===== src/rtl/core/tbms_pkg.sv =====
// tbms_pkg: shared types, constants and helpers for the tile brush mirror block
// depends on nothing; every other rtl/core file but tbms_ram refers to it by scoped names
package tbms_pkg;

  // brush and tile set sizing
  localparam int MAX_WIDTH     = 8;
  localparam int MAX_HEIGHT    = 8;
  localparam int TILESET_DEPTH = 2048;

  localparam int MAX_DIM    = (MAX_WIDTH > MAX_HEIGHT) ? MAX_WIDTH : MAX_HEIGHT;
  localparam int CRD_W      = (MAX_DIM > 1) ? $clog2(MAX_DIM) : 1;
  localparam int CELL_SLOTS = 64;
  localparam int CELL_AW    = $clog2(CELL_SLOTS);
  localparam int SYM_AW     = (TILESET_DEPTH > 1) ? $clog2(TILESET_DEPTH) : 1;

  // fixed field widths
  localparam int DIM_W   = 4;
  localparam int TOTAL_W = 7;
  localparam int COUNT_W = 12;
  localparam int TILE_W  = 11;
  localparam int PAL_W   = 2;
  localparam int CFG_AW  = 2;

  // configuration register indexes
  localparam logic [CFG_AW-1:0] CFG_BRUSH_WIDTH   = 2'd0;
  localparam logic [CFG_AW-1:0] CFG_BRUSH_HEIGHT  = 2'd1;
  localparam logic [CFG_AW-1:0] CFG_TILESET_COUNT = 2'd2;

  typedef enum logic [1:0] {
    OP_LOAD_FLAGS = 2'd0,
    OP_LOAD_CELL  = 2'd1,
    OP_EMIT       = 2'd2,
    OP_CHECK      = 2'd3
  } op_t;

  // input request
  typedef struct packed {
    op_t                 operation;
    logic [CELL_AW-1:0]  cell_index;
    logic [TILE_W-1:0]   tile_number;
    logic [PAL_W-1:0]    palette_sel;
    logic                high_priority;
    logic                flip_h;
    logic                flip_v;
    logic                sym_x;
    logic                sym_y;
    logic                mirror_x;
    logic                mirror_y;
  } in_t;

  // result item
  typedef struct packed {
    logic [TILE_W-1:0] out_tile_number;
    logic [PAL_W-1:0]  out_palette_sel;
    logic              out_priority;
    logic              out_flip_h;
    logic              out_flip_v;
    logic              symmetric;
    logic              last;
  } out_t;

  // stored brush cell, same bit layout as the 16-bit brush word
  typedef struct packed {
    logic              flip_v;
    logic              flip_h;
    logic              prio;
    logic [PAL_W-1:0]  pal;
    logic [TILE_W-1:0] tile;
  } cell_t;

  // classified command between front and back
  typedef struct packed {
    op_t                op;
    logic [CELL_AW-1:0] cell_addr;
    cell_t              entry;
    logic [1:0]         sym;
    logic               mirror_x;
    logic               mirror_y;
  } cmd_t;

  // effective brush geometry
  typedef struct packed {
    logic [DIM_W-1:0]   width;
    logic [DIM_W-1:0]   height;
    logic [TOTAL_W-1:0] total;
    logic [COUNT_W-1:0] count;
  } geom_t;

  // clamp a size register to 1..maxv
  function automatic logic [DIM_W-1:0] eff_dim(input logic [DIM_W-1:0] v,
                                               input logic [DIM_W-1:0] maxv);
    logic [DIM_W-1:0] r;
    if (v == '0) begin
      r = DIM_W'(1);
    end else if (v > maxv) begin
      r = maxv;
    end else begin
      r = v;
    end
    return r;
  endfunction

endpackage


===== src/rtl/core/tbms_front.sv =====
// tbms_front: accepts input requests, drops out-of-range loads, builds commands
// depends on tbms_pkg
module tbms_front (
  input  logic             in_valid,
  output logic             in_ready,
  input  tbms_pkg::in_t    in_data,
  input  tbms_pkg::geom_t  geom,
  input  logic             q_full,
  output logic             q_push,
  output tbms_pkg::cmd_t   q_cmd
);

  logic keep;

  // loads outside the brush or the tile set are dropped here
  always_comb begin
    case (in_data.operation)
      tbms_pkg::OP_LOAD_FLAGS: keep = (32'(in_data.tile_number) < tbms_pkg::TILESET_DEPTH);
      tbms_pkg::OP_LOAD_CELL:  keep = (tbms_pkg::TOTAL_W'(in_data.cell_index) < geom.total);
      default:                 keep = 1'b1;
    endcase
  end

  assign in_ready = !q_full;
  assign q_push   = in_valid && in_ready && keep;

  // command packing
  always_comb begin
    q_cmd.op        = in_data.operation;
    q_cmd.cell_addr = in_data.cell_index;
    q_cmd.entry.flip_v = in_data.flip_v;
    q_cmd.entry.flip_h = in_data.flip_h;
    q_cmd.entry.prio   = in_data.high_priority;
    q_cmd.entry.pal    = in_data.palette_sel;
    q_cmd.entry.tile   = in_data.tile_number;
    q_cmd.sym       = {in_data.sym_y, in_data.sym_x};
    q_cmd.mirror_x  = in_data.mirror_x;
    q_cmd.mirror_y  = in_data.mirror_y;
  end

endmodule


===== config.mk =====
export PLATFORM = sky130hd
export DESIGN_NAME = tbms_front
export DESIGN_NICKNAME = d
export VERILOG_FILES = /design/src/rtl/core/tbms_pkg.sv /design/src/rtl/core/tbms_front.sv
export SDC_FILE = /design/constraint.sdc
export NUM_CORES = 1
export LEC_CHECK = 0
export BUFFER_PORTS_ARGS = -buffer_cell sky130_fd_sc_hd__buf_2
export CORE_MARGIN = 2
export CORE_UTILIZATION = 21
export DETAILED_ROUTE_END_ITERATION = 8
export GPL_TIMING_DRIVEN = 0
export PLACE_DENSITY = 0.84
export SYNTH_ARGS = -nofsm -noshare
export SYNTH_HDL_FRONTEND = slang
export SYNTH_SLANG_ARGS = --single-unit

===== constraint.sdc =====
create_clock -name vclk -period 1.32
set_input_delay 0.264 -clock vclk [all_inputs]
set_output_delay 0.264 -clock vclk [all_outputs]
set_load 0.03 [all_outputs]

==> impl_metrics.env <==
export IMPL_startpoint="geom[14]"
export IMPL_final_nets=160
export IMPL_crit_fanout=2
export IMPL_outcome="finished with violations"
export IMPL_hold_start="in_data[17]"
export IMPL_vdd_drop_max_uv=176
export IMPL_area_delta_synth_final_pct=94.1
export IMPL_dieWidth_um=45.3
export IMPL_seq_power_share_pct=0
export IMPL_route_detailed_drc=0
export IMPL_period_share_pct=127
export IMPL_finalMaxSlewViolations=0
export IMPL_critical_path_arrival_ns=1.41
export IMPL_routed_wirelength_um=940
export IMPL_drv_cap=0
export IMPL_synthCells=49
export IMPL_final_common_cell="buf_2"
export IMPL_crit_path_end_kind="output port"
export IMPL_power_total_uw=305
export IMPL_highest_layer="met3"
export IMPL_p_int_uw=137
export IMPL_setup_viol=1
export IMPL_violations="negative setup slack"
export IMPL_gp_congestion=0.590
export IMPL_fmax_mhz=598
export IMPL_syn_num_nets=111
export IMPL_met2WireLength_um=582
export IMPL_via_per_inst=3.99
export IMPL_pwr_density_cell_nw_per_um2=439
export IMPL_n_antenna_cell=0
export IMPL_gr_total_overflow=0
export IMPL_worst_slack_ns=-0.352
export IMPL_multiInputGateArea_um2=174
export IMPL_combPwrFrac_pct=100.0
export IMPL_initial_utilization_pct=23.0
export IMPL_first_pass_iters=1
export IMPL_synthesis_area_um2=358
export IMPL_yosysWarnings=0
export IMPL_p_sw_share_pct=55.1
export IMPL_hold_violations=0
export IMPL_post_cts_buffers=0
export IMPL_critPathLaunchType="input port"
export IMPL_nFillCells=154
export IMPL_pwr_share_clk_pct=0
export IMPL_wl_met3_um=100
export IMPL_drt_iter0_markers=0
export IMPL_dp_final_hpwl_um=920
export IMPL_grt_use_total_pct=8.08
export IMPL_hold_class="input port to output port"
export IMPL_met1_length_um=256
export IMPL_die_area_um2=2050
export IMPL_grt_setup_unrepaired="true"
export IMPL_antenna_found_initial=0
export IMPL_maxSlewHeadroom_pct=85.6
export IMPL_ys_seq_area_share_pct=0
export IMPL_required_ns=1.06
export IMPL_routed_via_count=447
export IMPL_die_height_um=45.3
export IMPL_numPortBuffers=47
export IMPL_pre_cts_ws_ns=-0.529
export IMPL_grt_pass1_wl_um=1320
export IMPL_leakage_uw=0.000434
export IMPL_stdcell_count=112
export IMPL_min_path_cells=2
export IMPL_synth_avg_cell_area_um2=7.30
export IMPL_clkbuf_count=0
export IMPL_seq_area_um2=0
export IMPL_num_rows=14
export IMPL_layout_common_cells="buf_2, buf_4, inv_1"
export IMPL_synth_distinct_cells=11
export IMPL_critical_path_class="input port to output port"
export IMPL_period_needed_ns=1.67
export IMPL_grt_max_degree=3
export IMPL_p_sw_uw=168
export IMPL_grt_pass1_vias=382
export IMPL_nFlopsAndLatches=0
export IMPL_hold_buffers=0
export IMPL_io_pins=87
export IMPL_routedWlPerCell_um=8.39
export IMPL_ant_nets=0
export IMPL_placed_cells=112
export IMPL_core_um2=1560
export IMPL_drive_gt1_share_pct=86.5
export IMPL_tightest_slew_ns=0.216
-- power groups by stage --
| stage | clock [uW] | sequential, uW | combinational, uW |
|---|---|---|---|
| 2_1_floorplan | 0 | 0 | 215 |
| 3_3_place_gp | 0 | 0 | 293 |
| 3_5_place_dp | 0 | 0 | 300 |
| 4_1_cts | 0 | 0 | 310 |
| 5_1_grt | 0 | 0 | 328 |
| 6_report | 0 | 0 | 305 |
-- cell type report --
cell class | instances | area share, %
tap | 16 | 2.88
timing repair buffer | 47 | 36.2
inverter | 7 | 5.59
multi-input combinational | 14 | 25.0
buffer | 28 | 30.3
-- critical path: stages --
cell and delay [ns]:
buf_8 0.09, inv_12 0.03, ha_4 0.23, a21o_1 0.16, a31oi_2 0.17, o21ai_2 0.09
a311oi_4 0.21, buf_6 0.17
-- Yosys cell counts, drive strengths merged --
cell type	number	share of area (%)
buf	28	59
nand3	1	1.4
a31oi	1	1.7
nand2b	1	1.7
a21oi	1	2.4
a21o	2	4.2
ha	5	17
inv	7	7.3
o21ai	1	1.4
a311oi	1	2.4
nor2	1	1.0
-- cell families after synthesis --
family / Yosys count / share of synthesized area (%)
AO/OA/AOI/OAI: 6 / 12.2
adder cells (fa/ha/maj): 5 / 17.5
buffers and inverters: 35 / 66.1
AND/OR/NAND/NOR: 3 / 4.19
-- per-stage QoR --
step	cell area [um2]	util [%]	setup TNS, ns	hold slack (ns)
floorplan	417	-	-0.214	0.567
global placement	672	43.1	-0.518	0.779
detailed placement	672	43.1	-0.529	0.779
CTS	694	44.5	-0.384	0.779
global route	694	44.5	-0.428	0.781
finish	694	44.5	-0.352	0.778
-- layer usage --
metal  GRT usage, %  vias to the layer above
met2           20.0                       32
met3              0                        0
met5              0                        -
met4              0                        0
li1               -                      222
met1           6.90                      193
-- repair_timing --
item                                    CTS  global route
resized for setup                         6             0
pin swaps                                 1             1
endpoints found under the setup margin    1             1
-- final timing paths --
check,to
hold / removal,q_cmd[12]
setup / recovery,q_push
Note: power is estimated with default switching activity, not from simulation.
