**src/rtl/core/tbms_pkg.sv**
```systemverilog
// tbms_pkg: shared types, constants and helpers for the tile brush mirror block
// depends on nothing; every other rtl/core file but tbms_ram refers to it by scoped names
package tbms_pkg;

  // brush and tile set sizing
  localparam int MAX_WIDTH     = 8;
  localparam int MAX_HEIGHT    = 8;
  localparam int TILESET_DEPTH = 2048;

  localparam int MAX_DIM    = (MAX_WIDTH > MAX_HEIGHT) ? MAX_WIDTH : MAX_HEIGHT;
  localparam int CRD_W      = (MAX_DIM > 1) ? $clog2(MAX_DIM) : 1;
  localparam int CELL_SLOTS = 64;
  localparam int CELL_AW    = $clog2(CELL_SLOTS);
  localparam int SYM_AW     = (TILESET_DEPTH > 1) ? $clog2(TILESET_DEPTH) : 1;

  // fixed field widths
  localparam int DIM_W   = 4;
  localparam int TOTAL_W = 7;
  localparam int COUNT_W = 12;
  localparam int TILE_W  = 11;
  localparam int PAL_W   = 2;
  localparam int CFG_AW  = 2;

  // configuration register indexes
  localparam logic [CFG_AW-1:0] CFG_BRUSH_WIDTH   = 2'd0;
  localparam logic [CFG_AW-1:0] CFG_BRUSH_HEIGHT  = 2'd1;
  localparam logic [CFG_AW-1:0] CFG_TILESET_COUNT = 2'd2;

  typedef enum logic [1:0] {
    OP_LOAD_FLAGS = 2'd0,
    OP_LOAD_CELL  = 2'd1,
    OP_EMIT       = 2'd2,
    OP_CHECK      = 2'd3
  } op_t;

  // input request
  typedef struct packed {
    op_t                 operation;
    logic [CELL_AW-1:0]  cell_index;
    logic [TILE_W-1:0]   tile_number;
    logic [PAL_W-1:0]    palette_sel;
    logic                high_priority;
    logic                flip_h;
    logic                flip_v;
    logic                sym_x;
    logic                sym_y;
    logic                mirror_x;
    logic                mirror_y;
  } in_t;

  // result item
  typedef struct packed {
    logic [TILE_W-1:0] out_tile_number;
    logic [PAL_W-1:0]  out_palette_sel;
    logic              out_priority;
    logic              out_flip_h;
    logic              out_flip_v;
    logic              symmetric;
    logic              last;
  } out_t;

  // stored brush cell, same bit layout as the 16-bit brush word
  typedef struct packed {
    logic              flip_v;
    logic              flip_h;
    logic              prio;
    logic [PAL_W-1:0]  pal;
    logic [TILE_W-1:0] tile;
  } cell_t;

  // classified command between front and back
  typedef struct packed {
    op_t                op;
    logic [CELL_AW-1:0] cell_addr;
    cell_t              entry;
    logic [1:0]         sym;
    logic               mirror_x;
    logic               mirror_y;
  } cmd_t;

  // effective brush geometry
  typedef struct packed {
    logic [DIM_W-1:0]   width;
    logic [DIM_W-1:0]   height;
    logic [TOTAL_W-1:0] total;
    logic [COUNT_W-1:0] count;
  } geom_t;

  // clamp a size register to 1..maxv
  function automatic logic [DIM_W-1:0] eff_dim(input logic [DIM_W-1:0] v,
                                               input logic [DIM_W-1:0] maxv);
    logic [DIM_W-1:0] r;
    if (v == '0) begin
      r = DIM_W'(1);
    end else if (v > maxv) begin
      r = maxv;
    end else begin
      r = v;
    end
    return r;
  endfunction

endpackage

```
**src/rtl/core/tbms_cmdq.sv**
```systemverilog
// tbms_cmdq: two-entry command queue between front and back
// depends on tbms_pkg
module tbms_cmdq (
  input  logic           clk,
  input  logic           rst_n,
  input  logic           push,
  input  tbms_pkg::cmd_t push_cmd,
  output logic           full,
  input  logic           pop,
  output logic           valid,
  output tbms_pkg::cmd_t head
);

  tbms_pkg::cmd_t q_r [2];
  logic       wr_ptr_r, wr_ptr_nxt;
  logic       rd_ptr_r, rd_ptr_nxt;
  logic [1:0] cnt_r, cnt_nxt;

  assign full  = (cnt_r == 2'd2);
  assign valid = (cnt_r != 2'd0);
  assign head  = q_r[rd_ptr_r];

  // pointer and fill update
  always_comb begin
    wr_ptr_nxt = push ? !wr_ptr_r : wr_ptr_r;
    rd_ptr_nxt = pop ? !rd_ptr_r : rd_ptr_r;
    cnt_nxt    = cnt_r + 2'(push) - 2'(pop);
  end

  always_ff @(posedge clk) begin
    if (!rst_n) begin
      wr_ptr_r <= 1'b0;
      rd_ptr_r <= 1'b0;
      cnt_r    <= 2'd0;
    end else begin
      wr_ptr_r <= wr_ptr_nxt;
      rd_ptr_r <= rd_ptr_nxt;
      cnt_r    <= cnt_nxt;
    end
    if (push) begin
      q_r[wr_ptr_r] <= push_cmd;
    end
  end

endmodule

```
**config.mk**
```make
export PLATFORM = sky130hd
export DESIGN_NAME = tbms_cmdq
export DESIGN_NICKNAME = d
export VERILOG_FILES = /design/src/rtl/core/tbms_pkg.sv /design/src/rtl/core/tbms_cmdq.sv
export SDC_FILE = /design/constraint.sdc
export NUM_CORES = 1
export LEC_CHECK = 0
export BUFFER_PORTS_ARGS = -buffer_cell sky130_fd_sc_hd__buf_4
export CAP_MARGIN = 20
export CORE_AREA = 2 2 75 77
export CTS_CLUSTER_SIZE = 28
export DETAILED_ROUTE_END_ITERATION = 6
export DIE_AREA = 0 0 77 79
export GPL_TIMING_DRIVEN = 0
export PLACE_DENSITY_LB_ADDON = 0.08
export SETUP_SLACK_MARGIN = 0.02
export SYNTH_ARGS = -nofsm -noshare
export SYNTH_HDL_FRONTEND = slang
export SYNTH_SLANG_ARGS = --single-unit
```
**constraint.sdc**
```tcl
create_clock -name clk -period 2.1 [get_ports clk]
set_input_delay 0.105 -clock clk [delete_from_list [all_inputs] [get_ports clk]]
set_output_delay 0.105 -clock clk [all_outputs]
set_load 0.1 [all_outputs]
```
==> metrics.yaml, run 1 <==
clock_tree:
  holdBufCountCts: 28
  cts_setup_buffers: 0
  clk_pin_slew_worst_paths_ns: 0.06
  htree_levels: 3
  cts_buffer_depth: 2
  cts_sinks: 61
  clk_latency_ns: 0.32
  numCtsBuffers: 9
  clockRootBuffer: "clkbuf_8"
  cts_tree: "done"
  ctsResizeCount: 0
cells_and_area:
  n_antenna_cell: 0
  layout_common_cells: "buf_4 (61), edfxtp_1 (56), dlygate4sd3_1 (28)"
  seq_area_mm2: 0.00178
  multiInputGateArea_um2: 518
  final_common_cell: "buf_4"
  nNetsFinal: 243
  area.growth.synth_to_final_pct: 44.4
  drive_gt1_share_pct: 50.9
  fin_util_pct: 63.6
  nFillCells: 414
setup_path:
  critPathArrivalTime_ns: 1.50
  endpoint_kind: "primary output"
  critPathLaunchType: "flip-flop"
  crit_family: "buffers and inverters"
  critPathKind: "flip-flop to primary output"
  crit_chain: "buf_6, buf_12, mux2_4, buf_4"
  path_max_fanout: 10
  cp.required_ns: 2.00
  critical-path-max-stage-delay_ns: 0.32
  cp_slowest_cell: "dfxtp_1"
  path_buf_inv: 3
floorplan:
  initial_core_util_pct: 44.0
  dieArea_mm2: 0.00608
  die_w_um: 77
  io_pins: 62
  num_rows: 27
  core-area_mm2: 0.00534
  dieHeight_um: 79
sta:
  finalWorstSetupSlack_ns: 0.499
  fin_crit_sh_pct: 76.3
  max_slew_margin_pct: 43.0
  setup_viol: 0
  hold_viol_final: 0
  finalMaxSlewViolations: 0
  worstMarginPinSlew_ns: 0.853
  period_needed_ns: 1.60
  fin_worst_skew_ns: 0.00496
  rsz0062_at_grt: "no"
  fmaxAchievable_mhz: 624
  tns_ns: 0
yosys:
  yosys_register_bits: 61
  yosysSeqAreaShare_pct: 75.8
  postSynthAreaPerCell_um2: 21.8
  syn_nets: 142
  mappedNetlistArea_mm2: 0.00235
  yosysWarnings: 0
  synth_cells: 108
  synth_cell_type_count: 14
run:
  drv_cap: 0
global_routing:
  antenna_found_initial: 0
  grt_pass1_vias: 1362
  grt_pass1_wl_um: 6000
  grt_util_all_layers_pct: 13.4
  grt_max_degree: 30
  grt-ovfl-total: 0
drt:
  viasPerCell: 4.42
  dr.max_layer_used: "met4"
  drc_errors: 0
  m1WireLength_um: 1520
  wl_met2_um: 2060
  drt_iter0_markers: 51
  wl_met3_um: 195
  wl_per_cell_um: 13.3
  first_pass_iters: 4
  vias: 1263
  routed_wl_um: 3820
  ant_nets: 0
pwr:
  power_frac_comb_pct: 27.7
  p_seq_share_pct: 43.3
  internal_power_uw: 2230
  power.total_uw: 3290
  clkPwrFrac_pct: 29.0
  ir_drop_mv: 0.581
  p_leak_uw: 0.00136
  p_per_area_mw_per_mm2: 970
  power.share.switching_pct: 32.3
  p_sw_uw: 1070
placed_design:
  pre_cts_slack_ns: 0.556
  place_congestion: 0.604
  place.port_buffers: 61
  detailed_place_hpwl_um: 2450
worst_hold_path:
  hold_path.class: "input pin to flip-flop"
run_status:
  outcome: "finished clean"
==> worst register-to-register path, stage by stage, from the launching register on <==
cell	delay [ns]
dfxtp_1	0.38
and2_1	0.60
buf_16	0.23
==> cells in the mapped netlist <==
master | instances | area share, %
xnor3_1 | 1 | 0.96
nor2b_1 | 4 | 1.1
and2_1 | 4 | 1.1
mux2_4 | 20 | 13
buf_12 | 2 | 1.7
dfxtp_1 | 5 | 4.3
or2_2 | 1 | 0.27
inv_1 | 2 | 0.32
xor2_1 | 1 | 0.37
buf_6 | 1 | 0.48
mux2_2 | 8 | 3.8
o21a_1 | 1 | 0.32
edfxtp_1 | 56 | 72
ha_1 | 2 | 1.1
==> power groups by stage <==
stage          Clock, µW  Sequential [µW]  Combinational (µW)
2_1_floorplan          0             1450                 700
3_3_place_gp           0             1450                 860
3_5_place_dp           0             1450                 877
4_1_cts              982             1430                 919
5_1_grt             1040             1430                 946
6_report             956             1430                 913
==> final timing paths <==
kind	from	end	slack, ns	cells after the start
min reg2reg	rd_ptr_r	rd_ptr_r	0.60	2
max reg2reg	wr_ptr_r	q_r[1][5]	0.59	2
min	rst_n	wr_ptr_r	0.02	2
max	flip-flop	head[14]	0.50	4
==> per-stage QoR <==
step	std cells	hold WS, ns	area [µm²]
global route	286	0.00733	3400
global placement	241	0.290	2900
CTS	286	0.00640	3400
finish	286	0.0209	3400
floorplan	108	0.204	2350
detailed placement	242	0.293	2930
==> cell families after synthesis <==
logic type	Yosys count	share of synthesized area, %
compound gates	1	0.319
xor+xnor	2	1.33
fa+ha+maj	2	1.06
buf+inv	5	2.50
flops	61	75.8
mux	28	16.6
simple gates	9	2.39
==> per-layer routing <==
metal	GRT usage (%)	up-vias
li1	-	616
met1	14.4	602
met2	23.2	40
met3	3.98	5
met4	8.75	0
met5	0	-
==> area by class of cell <==
type / instances / share of cell area [%]
multi-input cells: 42 / 15.3
inverters: 2 / 0.221
repair buffers: 90 / 22.5
flip-flops and latches: 61 / 52.5
clock buffers: 10 / 3.76
plain buffers: 3 / 1.51
well taps: 72 / 2.65
clock inverters: 6 / 1.58
==> state kept, by name, indices dropped and copies added (netlist names), named ones only <==
| name | cells |
|---|---|
| cnt_r | 2 |
| rd_ptr_r | 1 |
| wr_ptr_r | 1 |
| q_r | 56 |
Note: power is estimated with default switching activity, not from simulation.
==> run 2: changes to the inputs <==
- CORE_AREA: 2 2 75 77 -> 2 2 71 73
- DIE_AREA: 0 0 77 79 -> 0 0 73 75
- clock period: 2.1 -> 1.6 ns (I/O delays scaled with it)
==> metrics.yaml, run 2 (synthesis results as in run 1) <==
drt:
  drt_iter0_markers: 42
  drc_errors: 0
  routed_wl_um: 4200
  vias: 1289
  viasPerCell: 4.76
  ant_nets: 0
  first_pass_iters: 4
  wl_per_cell_um: 15.5
floorplan:
  core-area_mm2: 0.00466
  io_pins: 62
  die_w_um: 73
  initial_core_util_pct: 50.4
  dieArea_mm2: 0.00548
  num_rows: 25
  dieHeight_um: 75
cells_and_area:
  nFillCells: 281
  drive_gt1_share_pct: 51.2
  fin_util_pct: 75.7
  layout_common_cells: "edfxtp_1 (56), buf_4 (34), buf_6 (29), dlygate4sd3_1 (29), mux2_4 (20)"
  final_common_cell: "edfxtp_1"
  n_antenna_cell: 0
  area.growth.synth_to_final_pct: 50.1
  largestRegisters: "q_r: 56 flops, cnt_r: 2 flops"
  largest_reg_flops: 56
  final_cells: 271
  regMostFlops: "q_r"
  seq_area_mm2: 0.00178
  multiInputGateArea_um2: 522
  nNetsFinal: 246
clock_tree:
  clockRootBuffer: "clkbuf_8"
  htree_levels: 3
  cts_sinks: 61
  clk_pin_slew_worst_paths_ns: 0.06
  cts_tree: "done"
  numCtsBuffers: 9
  clk_latency_ns: 0.33
  cts_buffer_depth: 2
sta:
  fin_crit_sh_pct: 96.0
  rsz0062_at_grt: "no"
  hold_viol_final: 0
  whs_ns: 0.0996
  tns_ns: 0
  fin_worst_skew_ns: 0.00743
  setup_viol: 0
  worstMarginPinSlew_ns: 0.847
  max_slew_margin_pct: 43.4
  fmaxAchievable_mhz: 651
  period_needed_ns: 1.54
  finalMaxSlewViolations: 0
placed_design:
  placedCellCount: 224
  place.port_buffers: 61
  place_congestion: 0.675
  detailed_place_hpwl_um: 2400
global_routing:
  antenna_found_initial: 0
  grt_max_degree: 30
  grt_pass1_wl_um: 6230
  grt_util_all_layers_pct: 16.4
  grt_pass1_vias: 1399
  grt-ovfl-total: 0
setup_path:
  critPathLaunchType: "flip-flop"
  critPathKind: "flip-flop to primary output"
  path_max_fanout: 4
  critPathArrivalTime_ns: 1.46
  cp.required_ns: 1.52
  endpoint_kind: "primary output"
pwr:
  power.total_uw: 4550
  ir_drop_mv: 0.787
  p_per_area_mw_per_mm2: 1290
  p_leak_uw: 0.00142
worst_hold_path:
  hold_path.class: "input pin to flip-flop"
run_status:
  outcome: "finished clean"
run:
  drv_cap: 0
==> run 2: power by group <==
group	leakage (µW)	internal [µW]	switching (µW)	total, µW
clock network	0.000103	852	539	1390
registers	0.000567	1840	30.6	1870
logic	0.000749	442	840	1280
==> run 2: final timing paths <==
path	from	end	slack, ns	cells past startpoint
setup reg to reg	cnt_r[0]	cnt_r[1]	0.15	6
setup / recovery	flip-flop	head[27]	0.06	4
hold reg to reg	rd_ptr_r	rd_ptr_r	0.59	2
hold / removal	push	wr_ptr_r	0.1	3
==> run 2: critical path, cell delays in order, from the launching register on <==
cell     delay, ns
dfxtp_1       0.33
buf_6         0.14
buf_4         0.12
mux2_2        0.35
buf_6         0.19
==> run 2: layout make-up <==
type / count / area share (%)
plain buffers: 3 / 1.45
clock buffers: 9 / 3.51
repair buffers: 93 / 25.4
multi-input cells: 42 / 14.8
inverters: 2 / 0.213
flip-flops and latches: 61 / 50.5
clock inverters: 7 / 2.27
well taps: 54 / 1.91
==> run 2: per-layer routing <==
metal / GRT usage, % / vias up / wire length, µm
li1: - / 620 / -
met1: 16.7 / 624 / 1550
met2: 28.4 / 37 / 2380
met3: 5.09 / 8 / 192
met4: 11.9 / 0 / 77
met5: 0 / - / 0
==> run 2: repair_timing <==
| action | in CTS | in global routing |
|---|---|---|
| setup buffers | 2 | 0 |
| resized for setup | 8 | 21 |
| hold buffers | 29 | 0 |
| hold endpoints to repair | 61 | 0 |
| setup endpoints to repair | 33 | 21 |
==> run 2: stage by stage <==
| step | worst slack [ns] | instance area (µm²) |
|---|---|---|
| after global routing | 0.0164 | 3530 |
| after detailed placement | -0.0455 | 2900 |
| after floorplan | 0.116 | 2360 |
| final | 0.0647 | 3530 |
| after CTS | 0.0201 | 3450 |
| after global placement | -0.270 | 2880 |
==> run 3: changes to the inputs <==
- ABC_AREA: not set -> 1
==> metrics.yaml, run 3 <==
floorplan:
  core-area_mm2: 0.00466
  num_rows: 25
  die_w_um: 73
  initial_core_util_pct: 50.4
  dieArea_mm2: 0.00548
  dieHeight_um: 75
  io_pins: 62
yosys:
  synth_cells: 120
  synth_commonest_cells: "edfxtp_1 (56), mux2_4 (20), nand2_1 (9)"
  postSynthAreaPerCell_um2: 19.6
  yosys_most_used_dff: "edfxtp_1"
  yosysSeqAreaShare_pct: 75.9
  yosys_register_bits: 61
  mappedNetlistArea_mm2: 0.00235
  yosysWarnings: 0
  synth_area_leaders: "edfxtp_1 (72%), mux2_4 (13%), dfxtp_1 (4.3%), mux2_2 (3.8%), buf_12 (1.7%)"
  synth-edff-count: 56
  synth.top_cell.area_share_pct: 71.6
  synth_cell_type_count: 12
  async_flop_share_pct: 0
  syn_nets: 154
  synth_top_area_cell: "edfxtp_1"
  synth.most_common_cell: "edfxtp_1"
sta:
  max_slew_margin_pct: 71.7
  finalWorstSetupSlack_ns: 0.0827
  fin_crit_sh_pct: 94.8
  setup_viol: 0
  fin_worst_skew_ns: 0.00528
  fmaxAchievable_mhz: 659
  finalMaxSlewViolations: 0
  rsz0062_at_grt: "no"
  period_needed_ns: 1.52
  hold_viol_final: 0
  worstMarginPinSlew_ns: 0.423
setup_path:
  critPathArrivalTime_ns: 1.44
  path_buf_inv: 3
  cp.required_ns: 1.52
  path_max_fanout: 10
  crit_family: "buffers and inverters"
  crit_top_cell: "buf_6"
  cp_slowest_cell: "dfxtp_2"
  critPathLaunchType: "flip-flop"
  crit_chain: "buf_6, buf_12, mux2_4, buf_6"
  critical-path-max-stage-delay_ns: 0.33
  endpoint_kind: "primary output"
  critPathKind: "flip-flop to primary output"
worst_hold_path:
  hold_path.class: "input pin to flip-flop"
clock_tree:
  numCtsBuffers: 9
  cts_buffer_depth: 2
  clk_pin_slew_worst_paths_ns: 0.06
  clockRootBuffer: "clkbuf_8"
  cts_sinks: 61
  htree_levels: 3
  cts_setup_buffers: 0
  clk_latency_ns: 0.33
  cts_tree: "done"
pwr:
  power_frac_comb_pct: 24.8
  power.share.switching_pct: 30.3
  clkPwrFrac_pct: 32.7
  p_leak_uw: 0.00143
  ir_drop_mv: 0.850
  p_sw_uw: 1330
  p_per_area_mw_per_mm2: 1250
  internal_power_uw: 3070
  p_seq_share_pct: 42.5
global_routing:
  grt_pass1_vias: 1414
  grt-ovfl-total: 0
  grt_max_degree: 29
  grt_util_all_layers_pct: 16.2
  grt_pass1_wl_um: 6240
  antenna_found_initial: 0
cells_and_area:
  n_antenna_cell: 0
  final_common_cell: "edfxtp_1"
  largest_reg_flops: 56
  area.growth.synth_to_final_pct: 49.5
  nNetsFinal: 259
  largestRegisters: "q_r: 56 flops, cnt_r: 2 flops"
  layout_common_cells: "edfxtp_1 (56), buf_4 (41), dlygate4sd3_1 (30)"
  final_area_mm2: 0.00351
  drive_gt1_share_pct: 49.1
  nFillCells: 285
  regMostFlops: "q_r"
drt:
  wl_per_cell_um: 15.2
  first_pass_iters: 4
  ant_nets: 0
  vias: 1352
  drt_iter0_markers: 35
  drc_errors: 0
  routed_wl_um: 4330
  viasPerCell: 4.76
placed_design:
  pre_cts_slack_ns: -0.0985
  detailed_place_hpwl_um: 2560
  place_congestion: 0.646
  place_area_mm2: 0.00291
  place.port_buffers: 61
run:
  drv_cap: 0
run_status:
  outcome: "finished clean"
run 3: final cells by class:
class | instances | area [µm²] | share of cell area (%)
inverter | 7 | 30.0 | 0.855
multi-input combinational | 49 | 499 | 14.2
sequential | 61 | 1780 | 50.8
clock inverter | 5 | 75.1 | 2.14
clock buffer | 11 | 131 | 3.74
buffer | 3 | 51.3 | 1.46
timing repair inverter | 1 | 7.51 | 0.214
timing repair buffer | 93 | 866 | 24.7
tap | 54 | 67.6 | 1.92
run 3: cell families (layout without fill, tap and decap cells):
group / count (synthesis) / after routing / share of synthesized area [%]
adder cells (fa/ha/maj): 2 / 2 / 1.07
multiplexers: 28 / 28 / 16.6
AO/OA/AOI/OAI: 1 / 1 / 0.213
buffers and inverters: 10 / 120 / 3.30
AND/OR/NAND/NOR: 18 / 18 / 2.93
flip-flops: 61 / 61 / 75.9
run 3: stage by stage:
step	cells	setup TNS, ns	util, %	hold WS (ns)	total power (µW)
4_1_cts	282	0	74.9	0.00243	4420
3_3_place_gp	235	-7.06	61.8	0.265	2860
6_report	284	0	75.3	0.0188	4400
3_5_place_dp	236	-2.72	62.4	0.268	2890
5_1_grt	284	0	75.3	0.0253	4530
2_1_floorplan	120	0	-	0.173	2660
run 3: metal layers:
layer  GRT usage, %  routed length, µm  vias up
met1           16.7               1730      641
met4           11.7                105        0
li1               -                  -      658
met3           4.55                168       10
met2           28.4               2330       43
met5              0                  0        -
run 3: power groups by stage:
stage | Combinational, µW | Sequential (µW) | Clock, µW
5_1_grt | 1130 | 1880 | 1520
4_1_cts | 1090 | 1870 | 1460
3_5_place_dp | 990 | 1900 | 0
6_report | 1090 | 1870 | 1440
2_1_floorplan | 771 | 1890 | 0
3_3_place_gp | 962 | 1900 | 0
run 3: what timing repair did:
action	CTS	global route
gates resized for setup	21	3
endpoints found under the hold margin	59	0
endpoints found under the setup margin	48	65
gates cloned	0	2
hold buffers	30	0
run 3: worst paths after layout:
| kind | slack (ns) | from | to | cells past startpoint |
|---|---|---|---|---|
| worst max-delay path | 0.08 | flip-flop | head[8] | 4 |
| worst min-delay path | 0.02 | pop | flip-flop | 3 |
| worst max register to register | 0.26 | wr_ptr_r | q_r[1][26] | 2 |
| worst min register to register | 0.51 | rd_ptr_r | flip-flop | 2 |
run 3: worst reg2reg max path, cell delays in order (launching register included):
cell and delay [ns]:
dfxtp_1 0.35, nand2_1 0.24, clkinvlp_4 0.39
